`config.mk`:
```
export PLATFORM = sky130hd
export DESIGN_NAME = epoch_seconds_to_calendar_date
export DESIGN_NICKNAME = d
export VERILOG_FILES = /design/src/rtl/core/es2cd_pkg.sv /design/src/rtl/core/es2cd_cdiv.sv /design/src/rtl/core/epoch_seconds_to_calendar_date.sv
export SDC_FILE = /design/constraint.sdc
export NUM_CORES = 2
export LEC_CHECK = 0
export ABC_AREA = 1
export BUFFER_PORTS_ARGS = -buffer_cell sky130_fd_sc_hd__buf_2
export CAP_MARGIN = 0
export CORE_UTILIZATION = 60
export DETAILED_ROUTE_END_ITERATION = 10
export HOLD_SLACK_MARGIN = 0.1
export PLACE_DENSITY = 0.76
export SYNTH_ARGS = -nofsm -noshare
export SYNTH_HDL_FRONTEND = slang
export SYNTH_SLANG_ARGS = --single-unit
export TNS_END_PERCENT = 20
```
`constraint.sdc`:
```
create_clock -name i_clk -period 32.6 [get_ports i_clk]
set_clock_uncertainty 0.15 [all_clocks]
set_input_delay 6.52 -clock i_clk [delete_from_list [all_inputs] [get_ports i_clk]]
set_output_delay 6.52 -clock i_clk [all_outputs]
set_load 0.05 [all_outputs]
```
`src/rtl/core/es2cd_pkg.sv`:
```
`timescale 1ns / 1ps
// ----------------------------------------------------------------------------
// Epoch seconds to calendar date: shared constants
// Calendar constants, field widths and the month start table of the
// March-based year.
// ----------------------------------------------------------------------------
package es2cd_pkg;

    localparam int YEAR_W   = 13;
    localparam int MONTH_W  = 4;
    localparam int DAY_W    = 5;
    localparam int HOUR_W   = 5;
    localparam int MINUTE_W = 6;
    localparam int SECOND_W = 6;
    localparam int OUT_FIELDS_W = YEAR_W + MONTH_W + DAY_W + HOUR_W + MINUTE_W + SECOND_W;
    localparam int OUT_W = ((OUT_FIELDS_W + 7) / 8) * 8;

    localparam int TOD_W  = 17;
    localparam int DOE_W  = 18;
    localparam int YOE_W  = 9;
    localparam int DOY_W  = 9;
    localparam int MP_W   = 4;
    localparam int HREM_W = 12;

    localparam int SECS_PER_DAY_ODD = 675;
    localparam int SECS_DAY_SHIFT   = 7;
    localparam int SECS_PER_HOUR    = 3600;
    localparam int SECS_PER_MIN     = 60;
    localparam int DAYS_PER_400Y    = 146097;
    localparam int DAYS_PER_4Y      = 1460;
    localparam int DAYS_PER_YEAR    = 365;
    localparam int MONTH_SPAN_DIV   = 153;
    localparam int DAYS_TO_EPOCH    = 719468;

    localparam logic [DOE_W-1:0] CENT_1 = DOE_W'(36524);
    localparam logic [DOE_W-1:0] CENT_2 = DOE_W'(73048);
    localparam logic [DOE_W-1:0] CENT_3 = DOE_W'(109572);
    localparam logic [DOE_W-1:0] CENT_4 = DOE_W'(146096);

    localparam logic [YOE_W-1:0] YOE_100 = YOE_W'(100);
    localparam logic [YOE_W-1:0] YOE_200 = YOE_W'(200);
    localparam logic [YOE_W-1:0] YOE_300 = YOE_W'(300);

    localparam logic [MP_W-1:0] MP_JANUARY = MP_W'(10);

    function automatic logic [DOY_W-1:0] month_start(input logic [MP_W-1:0] mp);
        logic [DOY_W-1:0] v;
        case (mp)
            4'd0:    v = 9'd0;
            4'd1:    v = 9'd31;
            4'd2:    v = 9'd61;
            4'd3:    v = 9'd92;
            4'd4:    v = 9'd122;
            4'd5:    v = 9'd153;
            4'd6:    v = 9'd184;
            4'd7:    v = 9'd214;
            4'd8:    v = 9'd245;
            4'd9:    v = 9'd275;
            4'd10:   v = 9'd306;
            4'd11:   v = 9'd337;
            default: v = 9'd0;
        endcase
        return v;
    endfunction

endpackage

```
`src/rtl/core/es2cd_cdiv.sv`:
```
`timescale 1ns / 1ps
// ----------------------------------------------------------------------------
// Epoch seconds to calendar date: constant divider
// Two-stage division by a constant: a reciprocal multiply gives an estimate
// that is at most one low, and the second stage corrects it and forms the
// remainder. A side bundle travels alongside with the same latency.
// ----------------------------------------------------------------------------
module es2cd_cdiv #(
    parameter int XW      = 18,
    parameter int DIVISOR = 365,
    parameter int QW      = 9,
    parameter int RW      = 9,
    parameter int SIDEW   = 1
) (
    input  logic             i_clk,
    input  logic             i_en,
    input  logic [XW-1:0]    i_x,
    input  logic [SIDEW-1:0] i_side,
    output logic [QW-1:0]    o_quo,
    output logic [RW-1:0]    o_rem,
    output logic [SIDEW-1:0] o_side
);

    localparam longint unsigned RECIP = (64'd1 << XW) / DIVISOR;
    localparam int RECW = $clog2(RECIP + 1);
    localparam logic [RECW-1:0] RECIP_V = RECW'(RECIP);
    localparam logic [XW-1:0] DIV_V = XW'(DIVISOR);

    logic [XW+RECW-1:0] w_prod;
    logic [XW-1:0]      w_back;
    logic [XW-1:0]      w_rem;
    logic               w_fix;

    logic [XW-1:0]      r_x;
    logic [RECW-1:0]    r_est;
    logic [SIDEW-1:0]   r_side;
    logic [QW-1:0]      r_quo;
    logic [RW-1:0]      r_rem;
    logic [SIDEW-1:0]   r_side_q;

    assign w_prod = (XW+RECW)'(i_x) * (XW+RECW)'(RECIP_V);
    assign w_back = XW'(r_est) * DIV_V;
    assign w_rem  = r_x - w_back;
    assign w_fix  = (w_rem >= DIV_V);

    always_ff @(posedge i_clk) begin
        if (i_en) begin
            r_x      <= i_x;
            r_est    <= w_prod[XW+RECW-1:XW];
            r_side   <= i_side;
            r_quo    <= QW'(r_est + RECW'(w_fix));
            r_rem    <= RW'(w_fix ? w_rem - DIV_V : w_rem);
            r_side_q <= r_side;
        end
    end

    assign o_quo  = r_quo;
    assign o_rem  = r_rem;
    assign o_side = r_side_q;

endmodule

```
`src/rtl/core/epoch_seconds_to_calendar_date.sv`:
```
`timescale 1ns / 1ps
// ----------------------------------------------------------------------------
// Epoch seconds to calendar date
// Converts seconds since 1970-01-01 00:00:00 into civil year, month, day,
// hour, minute and second through a pipeline of constant dividers.
// Throughput: one item per cycle; the whole pipeline holds while the output
// register is full and not taken, set by the single shared stall enable.
// Reset clears the valid bits only; the data registers are not reset.
// ----------------------------------------------------------------------------
module epoch_seconds_to_calendar_date #(
    parameter int SECONDS_WIDTH = 36,
    localparam int IN_W = ((SECONDS_WIDTH + 7) / 8) * 8
) (
    input  logic                    i_clk,
    input  logic                    i_rst_n,
    input  logic                    i_s_axis_tvalid,
    output logic                    o_s_axis_tready,
    // epoch_seconds
    input  logic [IN_W-1:0]         i_s_axis_tdata,
    output logic                    o_m_axis_tvalid,
    input  logic                    i_m_axis_tready,
    // year, month_index, day_of_month, hour, minute, second_of_minute
    output logic [es2cd_pkg::OUT_W-1:0] o_m_axis_tdata
);

    import es2cd_pkg::*;

    localparam int LAT  = 14;
    localparam int XD_W = SECONDS_WIDTH - SECS_DAY_SHIFT;
    localparam int DAYW = SECONDS_WIDTH - 16;
    localparam int ZW   = ((DAYW >= 20) ? DAYW : 20) + 1;
    localparam int EW   = ZW - 17;
    localparam int RD_W = 10;
    localparam int L4_W = 7;
    localparam int MP_SIDE_W = EW + YOE_W + DOY_W + HOUR_W + MINUTE_W + SECOND_W;

    logic               w_en;
    logic [LAT-1:0]     r_vld;

    logic [DAYW-1:0]    w_days;
    logic [RD_W-1:0]    w_day_rem;
    logic [SECS_DAY_SHIFT-1:0] w_sec_lo;
    logic [ZW-1:0]      r_z;
    logic [TOD_W-1:0]   r_tod;

    logic [EW-1:0]      w_era;
    logic [DOE_W-1:0]   w_doe;
    logic [TOD_W-1:0]   w_tod;
    logic [2:0]         w_cent;
    logic               w_quad;

    logic [L4_W-1:0]    w_leap4;
    logic               w_quad_d;
    logic [2:0]         w_cent_d;
    logic [DOE_W-1:0]   w_doe_d;
    logic [HOUR_W-1:0]  w_hour;
    logic [HREM_W-1:0]  w_hrem;
    logic [EW-1:0]      w_era_d;

    logic [DOE_W-1:0]   r_n;
    logic [DOE_W-1:0]   r_doe;
    logic [EW-1:0]      r_era;
    logic [HOUR_W-1:0]  r_hour;
    logic [HREM_W-1:0]  r_hrem;

    logic [YOE_W-1:0]   w_yoe;
    logic [EW-1:0]      w_era_e;
    logic [DOE_W-1:0]   w_doe_e;
    logic [MINUTE_W-1:0] w_minute;
    logic [SECOND_W-1:0] w_second;
    logic [HOUR_W-1:0]  w_hour_e;
    logic [1:0]         w_c100;
    logic [DOE_W-1:0]   w_ystart;

    logic [YOE_W-1:0]   r_yoe;
    logic [EW-1:0]      r_era2;
    logic [DOY_W-1:0]   r_doy;
    logic [HOUR_W-1:0]  r_hour2;
    logic [MINUTE_W-1:0] r_minute;
    logic [SECOND_W-1:0] r_second;
    logic [10:0]        w_mp_num;

    logic [MP_W-1:0]    w_mp;
    logic [MP_SIDE_W-1:0] w_mp_side;
    logic [EW-1:0]      w_era_f;
    logic [YOE_W-1:0]   w_yoe_f;
    logic [DOY_W-1:0]   w_doy_f;
    logic [HOUR_W-1:0]  w_hour_f;
    logic [MINUTE_W-1:0] w_minute_f;
    logic [SECOND_W-1:0] w_second_f;
    logic               w_jan_feb;
    logic [MONTH_W-1:0] w_month;
    logic [DAY_W-1:0]   w_day;
    logic [YEAR_W-1:0]  w_year;

    logic [OUT_W-1:0]   r_tdata;

    assign w_en            = !r_vld[LAT-1] || i_m_axis_tready;
    assign o_s_axis_tready = w_en;
    assign o_m_axis_tvalid = r_vld[LAT-1];
    assign o_m_axis_tdata  = r_tdata;

    always_ff @(posedge i_clk) begin
        if (!i_rst_n) begin
            r_vld <= '0;
        end else if (w_en) begin
            r_vld <= {r_vld[LAT-2:0], i_s_axis_tvalid};
        end
    end

    es2cd_cdiv #(
        .XW(XD_W), .DIVISOR(SECS_PER_DAY_ODD), .QW(DAYW), .RW(RD_W), .SIDEW(SECS_DAY_SHIFT)
    ) u_day (
        .i_clk(i_clk), .i_en(w_en),
        .i_x(i_s_axis_tdata[SECONDS_WIDTH-1:SECS_DAY_SHIFT]),
        .i_side(i_s_axis_tdata[SECS_DAY_SHIFT-1:0]),
        .o_quo(w_days), .o_rem(w_day_rem), .o_side(w_sec_lo)
    );

    always_ff @(posedge i_clk) begin
        if (w_en) begin
            r_z   <= ZW'(w_days) + ZW'(DAYS_TO_EPOCH);
            r_tod <= {w_day_rem, w_sec_lo};
        end
    end

    es2cd_cdiv #(
        .XW(ZW), .DIVISOR(DAYS_PER_400Y), .QW(EW), .RW(DOE_W), .SIDEW(TOD_W)
    ) u_era (
        .i_clk(i_clk), .i_en(w_en), .i_x(r_z), .i_side(r_tod),
        .o_quo(w_era), .o_rem(w_doe), .o_side(w_tod)
    );

    assign w_cent = 3'(w_doe >= CENT_1) + 3'(w_doe >= CENT_2)
                  + 3'(w_doe >= CENT_3) + 3'(w_doe >= CENT_4);
    assign w_quad = (w_doe == CENT_4);

    es2cd_cdiv #(
        .XW(DOE_W), .DIVISOR(DAYS_PER_4Y), .QW(L4_W), .RW(11), .SIDEW(DOE_W + 4)
    ) u_leap4 (
        .i_clk(i_clk), .i_en(w_en), .i_x(w_doe), .i_side({w_quad, w_cent, w_doe}),
        .o_quo(w_leap4), .o_rem(), .o_side({w_quad_d, w_cent_d, w_doe_d})
    );

    es2cd_cdiv #(
        .XW(TOD_W), .DIVISOR(SECS_PER_HOUR), .QW(HOUR_W), .RW(HREM_W), .SIDEW(EW)
    ) u_hour (
        .i_clk(i_clk), .i_en(w_en), .i_x(w_tod), .i_side(w_era),
        .o_quo(w_hour), .o_rem(w_hrem), .o_side(w_era_d)
    );

    always_ff @(posedge i_clk) begin
        if (w_en) begin
            r_n    <= w_doe_d - DOE_W'(w_leap4) + DOE_W'(w_cent_d) - DOE_W'(w_quad_d);
            r_doe  <= w_doe_d;
            r_era  <= w_era_d;
            r_hour <= w_hour;
            r_hrem <= w_hrem;
        end
    end

    es2cd_cdiv #(
        .XW(DOE_W), .DIVISOR(DAYS_PER_YEAR), .QW(YOE_W), .RW(9), .SIDEW(EW + DOE_W)
    ) u_yoe (
        .i_clk(i_clk), .i_en(w_en), .i_x(r_n), .i_side({r_era, r_doe}),
        .o_quo(w_yoe), .o_rem(), .o_side({w_era_e, w_doe_e})
    );

    es2cd_cdiv #(
        .XW(HREM_W), .DIVISOR(SECS_PER_MIN), .QW(MINUTE_W), .RW(SECOND_W), .SIDEW(HOUR_W)
    ) u_min (
        .i_clk(i_clk), .i_en(w_en), .i_x(r_hrem), .i_side(r_hour),
        .o_quo(w_minute), .o_rem(w_second), .o_side(w_hour_e)
    );

    assign w_c100   = 2'(w_yoe >= YOE_100) + 2'(w_yoe >= YOE_200) + 2'(w_yoe >= YOE_300);
    assign w_ystart = DOE_W'(w_yoe) * DOE_W'(DAYS_PER_YEAR) + DOE_W'(w_yoe >> 2)
                    - DOE_W'(w_c100);

    always_ff @(posedge i_clk) begin
        if (w_en) begin
            r_yoe    <= w_yoe;
            r_era2   <= w_era_e;
            r_doy    <= DOY_W'(w_doe_e - w_ystart);
            r_hour2  <= w_hour_e;
            r_minute <= w_minute;
            r_second <= w_second;
        end
    end

    assign w_mp_num = {r_doy, 2'b00} + 11'(r_doy) + 11'd2;

    es2cd_cdiv #(
        .XW(11), .DIVISOR(MONTH_SPAN_DIV), .QW(MP_W), .RW(8), .SIDEW(MP_SIDE_W)
    ) u_mp (
        .i_clk(i_clk), .i_en(w_en), .i_x(w_mp_num),
        .i_side({r_era2, r_yoe, r_doy, r_hour2, r_minute, r_second}),
        .o_quo(w_mp), .o_rem(), .o_side(w_mp_side)
    );

    assign {w_era_f, w_yoe_f, w_doy_f, w_hour_f, w_minute_f, w_second_f} = w_mp_side;

    assign w_jan_feb = (w_mp >= MP_JANUARY);
    assign w_month   = w_jan_feb ? w_mp - MP_JANUARY : w_mp + MONTH_W'(2);
    assign w_day     = DAY_W'(w_doy_f - month_start(w_mp) + DOY_W'(1));
    assign w_year    = YEAR_W'(w_yoe_f) + YEAR_W'(w_era_f) * YEAR_W'(400)
                     + YEAR_W'(w_jan_feb);

    always_ff @(posedge i_clk) begin
        if (w_en) begin
            r_tdata <= OUT_W'({w_second_f, w_minute_f, w_hour_f, w_day, w_month, w_year});
        end
    end

`ifndef SYNTH
    a_date_range: assert property (@(posedge i_clk) disable iff (!i_rst_n)
        o_m_axis_tvalid |-> (o_m_axis_tdata[16:13] <= 4'd11)
                         && (o_m_axis_tdata[21:17] != 5'd0))
        else $error("month or day of month out of range");

    a_clock_range: assert property (@(posedge i_clk) disable iff (!i_rst_n)
        o_m_axis_tvalid |-> (o_m_axis_tdata[26:22] <= 5'd23)
                         && (o_m_axis_tdata[32:27] <= 6'd59)
                         && (o_m_axis_tdata[38:33] <= 6'd59))
        else $error("time of day out of range");

    a_stall_holds: assert property (@(posedge i_clk) disable iff (!i_rst_n)
        !w_en |=> $stable(r_vld))
        else $error("pipeline valid bits moved during a stall");
`endif

endmodule
```
==> qor.yml <==
finish:
  nNetsFinal: 7354
  diodes: 0
  drive_above_1_share_pct: 4.87
  syn_to_final_growth_pct: 7.68
floorplanning:
  coreArea_sq_mm: 0.0956
  dieArea_sq_mm: 0.0982
  fp.dieW_microns: 313
  die_h_microns: 313
  boundaryPins: 86
  start_util_pct: 60.9
  row_count: 113
drt:
  vias_per_cell: 5.32
  via_count: 38361
  ant_nets: 0
  drc: 0
  drt_pre_antenna_iters: 6
  drt_iter0_markers: 2095
  postRouteWirelength_microns: 110000
  avgRoutedWirePerCell_microns: 15.2
worst_setup_path:
  slowest_stage: "inv_8"
  slowest_delay_ns: 0.59
  path_max_fanout: 133
  cp_common_cell: "buf_2"
  critPathCaptureType: "primary output"
  crit_path_cell_trace: "buf_2 -> nor2_1 -> buf_4 -> inv_8 -> buf_2"
  start_kind: "input port"
  cp.arrival_ns: 7.84
  required_ns: 25.93
  crit_type: "input port to primary output"
timing:
  setup_violations: 0
  drv_slew: 0
  tns_ns: 0
  fin_crit_ns: 14.51
  fin_crit_sh_pct: 44.5
  rsz0062_at_grt: "false"
  hold_violations: 0
  tightest_slew_ns: 1.13
  clock.fmax_mhz: 68.9
  slew_headroom_pct: 24.7
synthesis:
  synth_nets: 7200
  yosysMostFrequentCell: "inv_1"
  synth_common_cells: "1228 x inv_1, 949 x ha_1, 814 x nand2_1"
  ys_seq_area_share_pct: 33.5
  synth_edf_count: 637
  synth_top_area_cell: "edfxtp_1"
  synth.area.top_cells: "edfxtp_1 33%, ha_1 20%, fa_1 16%"
  synth_top_cell_area_share_pct: 32.9
  yosys_warnings: 0
  async_flop_share_pct: 0
  ys_ff_latch: 656
  ys_types: 66
  netlist_area_sq_mm: 0.0582
  synth_top_flop_cell: "edfxtp_1"
  synth_cells: 5737
  avgSynthCellArea_sq_um: 10.1
clock_network:
  cts_buffers: 73
  clock-sinks: 656
  root_buffer: "clkbuf_16"
  cts_buffer_depth: 3
  cts_tree: "built"
  htreeDepth: 3
  cts.repair.resized: 0
  cts.clk_slew.worst_paths_ns: 0.06
  clk_latency_ns: 0.65
  postCtsSetupRepairBufs: 0
  ctsHoldBuffers: 0
global_routing:
  grtUsageTotal_pct: 23.1
  grtUsageMet1_pct: 30.7
  antenna_found_initial: 0
  grt_pass1_wl_microns: 185000
  use_met3_pct: 2.54
  grt_max_degree: 134
  grt_pass1_vias: 38839
  grt_overflow: 0
  gr-usage-met2_pct: 40.7
  busiest_layer: "met2"
place:
  globalplace.congestion: 0.892
  io_buffers: 80
  dp_hpwl_microns: 88700
run_status:
  status: "finished, final reports clean"
worst_hold_path:
  min_path_type: "flop to flop"
flow_run:
  maxCapViolations: 0
==> flip-flops by register name, summed over array words and instances (netlist names), 12 cells and up, named ones only <==
signal and count:
u_leap4.o_side 22, o_m_axis_tdata 39, r_tod 17, u_mp.o_side 35
u_era.r_x 21, r_n 18, u_yoe.r_x 18, u_day.r_x 29
u_mp.r_side 35, u_hour.r_x 17, u_leap4.r_side 22, u_era.o_side 17
u_min.r_x 12, u_day.r_est 20, r_vld 14, r_z 21
u_day.o_quo 20, u_hour.o_rem 12, r_hrem 12, u_yoe.r_side 13
u_era.r_side 17, u_era.o_rem 18, u_yoe.o_side 13
==> layout make-up <==
| class | count | area, sq um |
|---|---|---|
| clock inverter | 47 | 623 |
| sequential | 656 | 19500 |
| multi-input combinational | 3838 | 33900 |
| inverter | 1235 | 4640 |
| clock buffer | 87 | 1880 |
| fill | 7485 | 32900 |
| timing repair buffer | 87 | 453 |
| tap | 1265 | 1580 |
==> layout by cell type, fill, tap and decap left out, drive strengths merged, types with 13 or more instances in the layout <==
master / instances
or2: 14
nand2: 856
clkinv: 26
o21a: 13
dfxtp: 19
xor2: 207
a31oi: 17
fa: 470
ha: 949
edfxtp: 637
nand3: 222
a21o: 26
nand3b: 17
xnor2: 95
nand4: 53
a21oi: 288
inv: 1242
buf: 87
o21bai: 28
nor3: 45
o21ai: 173
clkbuf: 87
nor2: 285
==> path summary, 6_finish.rpt <==
path,start,endpoint,slack [ns],cells after the start
worst max-delay path,i_m_axis_tready,o_s_axis_tready,18.09,5
worst min-delay path,u_day.o_rem[5]$_DFFE_PN_,r_tod[12]$_DFFE_PN_,0.24,0
worst max register to register,u_day.r_est[1]$_DFFE_PN_,u_day.o_quo[17]$_DFFE_PN_,25.32,29
worst min register to register,u_day.o_rem[5]$_DFFE_PN_,r_tod[12]$_DFFE_PN_,0.24,0
==> logic make-up after synthesis <==
group | Yosys count | share of synthesized area, %
AO/OA/AOI/OAI | 605 | 5.89
XOR/XNOR | 302 | 4.60
adder cells (fa/ha/maj) | 1419 | 36.6
buffers and inverters | 1243 | 8.10
flip-flops | 656 | 33.5
other | 1 | 0.00645
AND/OR/NAND/NOR | 1511 | 11.3
==> stage by stage <==
| step | setup slack [ns] | std cells | utilization (%) | area [sq um] | hold WS, ns |
|---|---|---|---|---|---|
| 2_1_floorplan | 1.48 | 5737 | - | 58200 | 0.250 |
| 3_3_place_gp | 18.06 | 7081 | 62.9 | 60100 | 0.250 |
| 3_5_place_dp | 18.04 | 7081 | 62.9 | 60100 | 0.255 |
| 4_1_cts | 18.04 | 7215 | 65.5 | 62600 | 0.241 |
| 5_1_grt | 17.95 | 7215 | 65.5 | 62600 | 0.251 |
| 6_report | 18.09 | 7215 | 65.5 | 62600 | 0.239 |
==> per-layer routing <==
metal,wire length (microns),vias to the layer above
met5,0,-
met3,4230,157
met2,54500,732
met1,49000,18379
met4,2260,0
li1,-,19093
==> worst max-delay path: cells and delay by family <==
| kind | cells | cell delay, ns |
|---|---|---|
| buffers and inverters | 4 | 1.25 |
| AND/OR/NAND/NOR | 1 | 0.03 |
Power is not shown: default switching activity piles up to over one toggle a cycle in this logic, so the estimate is an artifact.
